### config.mk
export PLATFORM = sky130hd
export DESIGN_NAME = unicode_escape_decoder_top
export DESIGN_NICKNAME = d
export VERILOG_FILES = /design/src/design/ued_pkg.sv /design/src/design/ued_front.sv /design/src/design/ued_queue.sv /design/src/design/ued_back.sv /design/src/design/unicode_escape_decoder_top.sv
export VERILOG_INCLUDE_DIRS = /design/src /design/src/design
export SDC_FILE = /design/constraint.sdc
export NUM_CORES = 1
export LEC_CHECK = 0
export ABC_AREA = 1
export BUFFER_PORTS_ARGS = -buffer_cell sky130_fd_sc_hd__buf_2
export CORE_AREA = 2 2 277 142
export DETAILED_ROUTE_END_ITERATION = 16
export DIE_AREA = 0 0 279 144
export GPL_TIMING_DRIVEN = 0
export HOLD_SLACK_MARGIN = 0.08
export PLACE_DENSITY = 0.52
export SKIP_CTS_REPAIR_TIMING = 1
export SLEW_MARGIN = 20
export SYNTH_ARGS = -nofsm -noshare
export SYNTH_HDL_FRONTEND = slang
export SYNTH_SLANG_ARGS = --single-unit
### constraint.sdc
create_clock -name clk -period 7.11 [get_ports clk]
set_clock_uncertainty 0.15 [all_clocks]
set_input_delay 1.422 -clock clk [delete_from_list [all_inputs] [get_ports clk]]
set_output_delay 1.422 -clock clk [all_outputs]
set_load 0.05 [all_outputs]
### src/design/unicode_escape_decoder_top_defines.svh
// assertion macros for the unicode escape decoder
`ifndef UNICODE_ESCAPE_DECODER_TOP_DEFINES_SVH
`define UNICODE_ESCAPE_DECODER_TOP_DEFINES_SVH

// same-cycle implication under clk and arst_n
`define UED_ASSERT_NOW(label, cond, prop, msg) \
	label: assert property (@(posedge clk) disable iff (!arst_n) (cond) |-> (prop)) \
		else $error(msg);

// next-cycle implication under clk and arst_n
`define UED_ASSERT_NEXT(label, cond, prop, msg) \
	label: assert property (@(posedge clk) disable iff (!arst_n) (cond) |=> (prop)) \
		else $error(msg);

`endif

### src/design/ued_pkg.sv
// types, character codes and helpers shared by the escape decoder modules
`default_nettype none

package ued_pkg;

	localparam int MAX_WIDE_DIGITS = 8;
	localparam int LEN_W = 4;
	localparam int IDX_W = 3;
	localparam int QUEUE_DEPTH = 2;
	localparam int NARROW_DIGITS = 4;

	localparam logic [20:0] CH_BACKSLASH = 21'h00005C;
	localparam logic [20:0] CH_UPPER_U = 21'h000055;
	localparam logic [20:0] CH_LOWER_U = 21'h000075;

	typedef struct packed {
		logic [LEN_W-1:0] pre_len;
		logic wide;
		logic [MAX_WIDE_DIGITS-1:0][6:0] digits;
		logic has_tail;
		logic [23:0] tail;
		logic tail_bs;
	} job_t;

	typedef struct packed {
		logic ok;
		logic [3:0] value;
	} hex_t;

	function automatic hex_t hex_decode(logic [20:0] c);
		hex_t h;
		h.ok = 1'b1;
		h.value = 4'h0;
		if (c >= 21'h30 && c <= 21'h39) begin
			h.value = 4'(c - 21'h30);
		end else if (c >= 21'h61 && c <= 21'h66) begin
			h.value = 4'(c - 21'h57);
		end else if (c >= 21'h41 && c <= 21'h46) begin
			h.value = 4'(c - 21'h37);
		end else begin
			h.ok = 1'b0;
		end
		return h;
	endfunction

endpackage

`default_nettype wire

### src/design/ued_front.sv
// front end: takes items, tracks escape state and builds output jobs
`default_nettype none

module ued_front #(
	parameter int WIDE_DIGITS = 6
) (
	input  wire logic           clk,
	input  wire logic           arst_n,
	input  wire logic           in_valid,
	output logic                in_ready,
	input  wire logic [20:0]    in_char,
	input  wire logic           end_of_text,
	output logic                push,
	output ued_pkg::job_t       job,
	input  wire logic           q_ready,
	output logic                pending
);
	import ued_pkg::*;

	localparam int SW = $clog2(WIDE_DIGITS + 2);
	localparam int DW = $clog2(WIDE_DIGITS);
	localparam logic [SW-1:0] ST_IDLE = SW'(0);
	localparam logic [SW-1:0] ST_BS = SW'(1);
	localparam logic [SW-1:0] ST_LETTER = SW'(2);

	logic [SW-1:0] stage_q, stage_d, need1;
	logic wide_q, wide_d;
	logic [23:0] accum_q, accum_d;
	logic [6:0] digits_q [WIDE_DIGITS];
	logic wr_en, as_idle, accept;
	logic [DW-1:0] widx;
	hex_t hx;

	assign in_ready = q_ready;
	assign accept = in_valid && in_ready;
	assign pending = stage_q != ST_IDLE;
	assign hx = hex_decode(in_char);
	assign need1 = wide_q ? SW'(WIDE_DIGITS + 1) : SW'(NARROW_DIGITS + 1);
	assign widx = DW'(stage_q - ST_LETTER);

	always_comb begin
		stage_d = stage_q;
		wide_d = wide_q;
		accum_d = accum_q;
		wr_en = 1'b0;
		as_idle = 1'b0;
		job = '0;
		if (stage_q == ST_IDLE) begin
			as_idle = 1'b1;
		end else if (stage_q == ST_BS) begin
			if (in_char == CH_UPPER_U || in_char == CH_LOWER_U) begin
				wide_d = in_char == CH_UPPER_U;
				accum_d = '0;
				stage_d = ST_LETTER;
			end else begin
				job.pre_len = LEN_W'(1);
				as_idle = 1'b1;
			end
		end else begin
			if (!hx.ok) begin
				job.pre_len = LEN_W'(stage_q);
				as_idle = 1'b1;
			end else begin
				accum_d = {accum_q[19:0], hx.value};
				if (stage_q >= need1) begin
					job.has_tail = 1'b1;
					job.tail = accum_d;
					stage_d = ST_IDLE;
				end else begin
					wr_en = 1'b1;
					stage_d = stage_q + SW'(1);
				end
			end
		end
		if (as_idle) begin
			if (in_char == CH_BACKSLASH) begin
				stage_d = ST_BS;
			end else begin
				job.has_tail = 1'b1;
				job.tail = 24'(in_char);
				stage_d = ST_IDLE;
			end
		end
		job.wide = wide_d;
		for (int k = 0; k < WIDE_DIGITS; k++) begin
			job.digits[k] = (wr_en && widx == DW'(k)) ? in_char[6:0] : digits_q[k];
		end
		// end of text flushes whatever escape is left
		if (end_of_text) begin
			if (stage_d == ST_BS) begin
				job.tail_bs = 1'b1;
			end else if (stage_d != ST_IDLE) begin
				job.pre_len = LEN_W'(stage_d);
			end
			stage_d = ST_IDLE;
		end
	end

	assign push = accept && (job.pre_len != '0 || job.has_tail || job.tail_bs);

	always_ff @(posedge clk or negedge arst_n) begin
		if (!arst_n) begin
			stage_q <= ST_IDLE;
			wide_q <= 1'b0;
			accum_q <= '0;
		end else if (accept) begin
			stage_q <= stage_d;
			wide_q <= wide_d;
			accum_q <= accum_d;
		end
	end

	always_ff @(posedge clk) begin
		if (accept && wr_en) begin
			digits_q[widx] <= in_char[6:0];
		end
	end

endmodule

`default_nettype wire

### src/design/ued_queue.sv
// short job queue between the front end and the output sequencer
`default_nettype none

module ued_queue (
	input  wire logic           clk,
	input  wire logic           arst_n,
	input  wire logic           push,
	input  wire ued_pkg::job_t  push_job,
	output logic                ready,
	output logic                valid,
	output ued_pkg::job_t       head,
	input  wire logic           pop
);
	import ued_pkg::*;

	localparam int PW = $clog2(QUEUE_DEPTH);
	localparam int CW = $clog2(QUEUE_DEPTH + 1);

	job_t mem_q [QUEUE_DEPTH];
	logic [PW-1:0] wr_ptr_q, rd_ptr_q;
	logic [CW-1:0] count_q;

	assign ready = count_q != CW'(QUEUE_DEPTH);
	assign valid = count_q != '0;
	assign head = mem_q[rd_ptr_q];

	always_ff @(posedge clk or negedge arst_n) begin
		if (!arst_n) begin
			wr_ptr_q <= '0;
			rd_ptr_q <= '0;
			count_q <= '0;
		end else begin
			if (push) begin
				wr_ptr_q <= wr_ptr_q + PW'(1);
			end
			if (pop) begin
				rd_ptr_q <= rd_ptr_q + PW'(1);
			end
			if (push && !pop) begin
				count_q <= count_q + CW'(1);
			end else if (pop && !push) begin
				count_q <= count_q - CW'(1);
			end
		end
	end

	always_ff @(posedge clk) begin
		if (push) begin
			mem_q[wr_ptr_q] <= push_job;
		end
	end

endmodule

`default_nettype wire

### src/design/ued_back.sv
// back end: walks one job at a time and drives the output register
`default_nettype none

module ued_back (
	input  wire logic           clk,
	input  wire logic           arst_n,
	input  wire logic           head_valid,
	input  wire ued_pkg::job_t  head,
	output logic                pop,
	output logic                out_valid,
	input  wire logic           out_ready,
	output logic [23:0]         out_char,
	output logic                run_last
);
	import ued_pkg::*;

	logic [LEN_W-1:0] pos_q, total;
	logic [23:0] sel, out_char_q;
	logic out_valid_q, run_last_q, is_last, load;

	assign total = head.pre_len + LEN_W'(head.has_tail) + LEN_W'(head.tail_bs);
	assign is_last = pos_q == total - LEN_W'(1);
	assign load = head_valid && (!out_valid_q || out_ready);
	assign pop = load && is_last;

	always_comb begin
		if (pos_q < head.pre_len) begin
			if (pos_q == LEN_W'(0)) begin
				sel = 24'(CH_BACKSLASH);
			end else if (pos_q == LEN_W'(1)) begin
				sel = head.wide ? 24'(CH_UPPER_U) : 24'(CH_LOWER_U);
			end else begin
				sel = 24'(head.digits[IDX_W'(pos_q - LEN_W'(2))]);
			end
		end else if (pos_q == head.pre_len && head.has_tail) begin
			sel = head.tail;
		end else begin
			sel = 24'(CH_BACKSLASH);
		end
	end

	always_ff @(posedge clk or negedge arst_n) begin
		if (!arst_n) begin
			pos_q <= '0;
			out_valid_q <= 1'b0;
		end else begin
			if (load) begin
				out_valid_q <= 1'b1;
				pos_q <= is_last ? '0 : pos_q + LEN_W'(1);
			end else if (out_ready) begin
				out_valid_q <= 1'b0;
			end
		end
	end

	always_ff @(posedge clk) begin
		if (load) begin
			out_char_q <= sel;
			run_last_q <= is_last;
		end
	end

	assign out_valid = out_valid_q;
	assign out_char = out_char_q;
	assign run_last = run_last_q;

endmodule

`default_nettype wire

### src/design/unicode_escape_decoder_top.sv
// top level of the unicode escape decoder
`default_nettype none

// Replaces \uXXXX and \UX..X (WIDE_DIGITS hex digits) escapes in a character
// stream by the codepoint they spell; malformed or cut-off escapes come out
// literally, and a pending escape is flushed on end_of_text. An item is taken
// whenever the two-entry job queue has room; results leave the output
// register at one per cycle while out_ready stays high, so the output
// sequencer sets the sustained rate. Items that cause no result (an escape
// still being collected) push no job but still need room in the queue.
// run_last marks the final result of each item. No start-up pass.

`include "unicode_escape_decoder_top_defines.svh"

module unicode_escape_decoder_top #(
	parameter int WIDE_DIGITS = 6
) (
	input  wire logic           clk,
	input  wire logic           arst_n,
	input  wire logic           in_valid,
	output logic                in_ready,
	input  wire logic [20:0]    in_char,
	input  wire logic           end_of_text,
	output logic                out_valid,
	input  wire logic           out_ready,
	output logic [23:0]         out_char,
	output logic                run_last
);
	import ued_pkg::*;

	job_t push_job, head;
	logic push, q_ready, q_valid, q_pop, pending;

	ued_front #(
		.WIDE_DIGITS(WIDE_DIGITS)
	) u_front (
		.clk(clk),
		.arst_n(arst_n),
		.in_valid(in_valid),
		.in_ready(in_ready),
		.in_char(in_char),
		.end_of_text(end_of_text),
		.push(push),
		.job(push_job),
		.q_ready(q_ready),
		.pending(pending)
	);

	ued_queue u_queue (
		.clk(clk),
		.arst_n(arst_n),
		.push(push),
		.push_job(push_job),
		.ready(q_ready),
		.valid(q_valid),
		.head(head),
		.pop(q_pop)
	);

	ued_back u_back (
		.clk(clk),
		.arst_n(arst_n),
		.head_valid(q_valid),
		.head(head),
		.pop(q_pop),
		.out_valid(out_valid),
		.out_ready(out_ready),
		.out_char(out_char),
		.run_last(run_last)
	);

	`UED_ASSERT_NEXT(a_eot_clears, in_valid && in_ready && end_of_text, !pending, "escape left pending after end of text")
	`UED_ASSERT_NEXT(a_pop_last, q_pop, out_valid && run_last, "job retired without a final item")
	`UED_ASSERT_NOW(a_out_from_job, $rose(out_valid), $past(q_valid), "output appeared without a queued job")

endmodule

`default_nettype wire
==> flow_metrics.tcl <==
set metrics [dict create \
    status "completed" \
    vias 7844 \
    htreeDepth 1 \
    crit_arrival_ns 5.44 \
    area_growth_pct 16.1 \
    crit_path_start_kind "input pin" \
    stdcell_count 1594 \
    hold_path_class "flop to flop" \
    dp_cells 1554 \
    syn_inst 994 \
    grt_pass1_wl_um 47000 \
    worstPathMaxFanout 24 \
    vias_per_cell 4.92 \
    fmax_mhz 186 \
    drt_pass1_iterations 5 \
    ys_seq_elements 244 \
    drc 0 \
    finalPower_mw 4.89 \
    drt-initial-drc-count 962 \
    comb_power_share 0.328 \
    synthArstFlopShare 0.135 \
    net-switching-power_mw 1.80 \
    end_kind "flop" \
    finalCriticalPeriod_ns 5.36 \
    required_ns 7.19 \
    hold_ws_ns 0.330 \
    port_buffers 52 \
    numCtsBuffers 22 \
    cts_tree "built" \
    finalWorstSetupSlack_ns 1.75 \
    maxCapViolations 0 \
    synth.distinct_cells 50 \
    final_layout_size_suffix_gt1_frac 0.192 \
    clkLatencyLatePin_ns 0.53 \
    p_sw_frac 0.368 \
    place_ws_ns 1.19 \
    regArea_mm2 0.00716 \
    fp-row-count 51 \
    netlist_area_mm2 0.0112 \
    routed_wirelength_um 32700 \
    clock_path_buffers 3 \
    final_cell_mix "211 x edfxtp_1, 190 x nand2_1, 79 x nor2_1, 75 x o21ai_0" \
    synth_edf_count 211 \
    yosysWarnings 0 \
    core_mm2 0.0381 \
    fillers 3810 \
    die_h_um 144 \
    grt_max_degree 54 \
    synth_nets 1045 \
    final_nets 1126 \
    clock-sinks 244 \
    grt-ovfl-total 0 \
    synth_flop_cell "edfxtp_1" \
    leakage_nw 4.87 \
    clk_pin_slew_ns 0.07 \
    cts-root-buf "clkbuf_16" \
    ioPinCount 53 \
    grt_pass1_vias 6789 \
    antenna_left 0 \
    path_class "input pin to flop" \
    grt_usage 0.162 \
    relSlewSlack 0.322 \
    multi_input_area_mm2 0.00359 \
    slew_viol_final 0 \
    ys_seq_area_frac 0.639 \
    die-area_mm2 0.0402 \
    grt_antenna_before_repair 1 \
    die_x_um 279 \
    setup_viol 0 \
    num_antenna_cells 0 \
    clkPwrFrac 0.260 \
    irDropWorstVdd_mv 0.165 \
    avgSynthCellArea_um2 11.3 \
    wl_per_cell_um 20.5 \
    p_int_mw 3.09 \
    reg2reg_slack_ns 2.03 \
    timing.final.crit_share 0.754 \
    initial_utilization 0.294 \
    final_common_cell "edfxtp_1" \
    worst_pin_slew_ns 1.00 \
    hpwlAfterDp_um 24100 \
    hold_violations 0 \
    seqPwrFrac 0.412 \
    rsz0062_at_grt "no" \
    power_density_mw_per_mm2 375 \
    place_congestion 0.870 \
]
[logic make-up after synthesis]
group,Yosys count,share of synthesized area
flip-flops,244,0.639
adder cells (fa/ha/maj),25,0.0286
AND/OR/NAND/NOR,386,0.156
multiplexers,5,0.00446
buffers and inverters,110,0.0435
XOR/XNOR,13,0.0102
AO/OA/AOI/OAI,211,0.119
[flip-flops by register name, indices dropped and copies added (netlist names), 2 cells and up]
signal and flops:
u_front.stage_q 3, u_front.accum_q 20, u_back.pos_q 4, u_queue.count_q 2
u_queue.mem_q 144, u_back.out_char 24, u_front.digits_q 42
[power groups by stage]
stage	Combinational, mW	Sequential [mW]	Clock [mW]
after floorplan	0.825	2.29	0
after global placement	1.52	2.08	0
after detailed placement	1.61	2.04	0
after CTS	1.61	2.02	1.29
after global routing	1.76	2.04	1.34
final	1.60	2.01	1.27
[through the flow]
stage | setup TNS [ns] | instance area, µm² | utilization
after floorplan | 0 | 11200 | -
after global placement | -211.20 | 12100 | 0.318
after detailed placement | 0 | 12300 | 0.322
after CTS | 0 | 13000 | 0.342
after global routing | 0 | 13000 | 0.342
final | 0 | 13000 | 0.342
[routing by layer]
layer	GRT usage	share of wire
met2	0.167	0.32
met5	0	0
met4	0.0255	0.012
met3	0.0438	0.11
met1	0.298	0.56
[worst paths after layout]
path                                       start              endpoint  cells past startpoint
worst max-delay path                  in_char[1]  u_queue.mem_q[1][32]                     19
worst min-delay path            u_queue.wr_ptr_q      u_queue.wr_ptr_q                      2
max in group asynchronous                 arst_n    u_front.stage_q[1]                      1
worst max register to register  u_queue.rd_ptr_q    u_queue.count_q[1]                     19
worst min register to register  u_queue.wr_ptr_q      u_queue.wr_ptr_q                      2
min in group asynchronous                 arst_n       u_back.pos_q[2]                      1
[Yosys cell counts, types with 6 or more instances]
library cell	count	area, µm²
a21oi_1	30	150
a31o_2	12	105
buf_1	6	22.5
buf_6	8	90.1
clkbuf_1	23	86.3
dfrtp_1	33	826
edfxtp_1	211	6340
ha_1	24	300
inv_1	58	218
inv_2	6	22.5
nand2_1	190	713
nand2_2	18	113
nand3_1	46	230
nor2_1	80	300
nor2_2	12	75.1
nor2_4	6	67.6
nor3_1	13	65.1
o21ai_0	75	375
o21ai_1	16	80.1
o21ai_2	29	254
o221ai_1	9	78.8
o22ai_1	20	125
xor2_1	10	87.6
[worst max-delay path, cell delays in order]
cell and delay, ns:
buf_2 0.28, clkinv_1 0.55, ha_1 0.46, nand3_1 0.12, nor2_1 0.06, nand3_1 0.06
nand3_1 0.09, nand2_2 0.17, nand2_2 0.10, o21ai_2 0.17, nand3_2 0.12, o21ai_2 0.38
nor2_2 0.06, nand3_2 0.16, nand2_2 0.11, nor2_4 0.47, buf_12 0.26, buf_16 0.17
buf_12 0.19
[cell type report]
cell class              count  share of cell area
flip-flops and latches    244               0.550
plain buffers              44              0.0184
inverters                  66              0.0193
multi-input cells         640               0.276
well taps                 503              0.0484
clock buffers              34              0.0512
repair buffers             57              0.0294
clock inverters             6             0.00731
No activity file was read; power rests on OpenSTA's default activity.
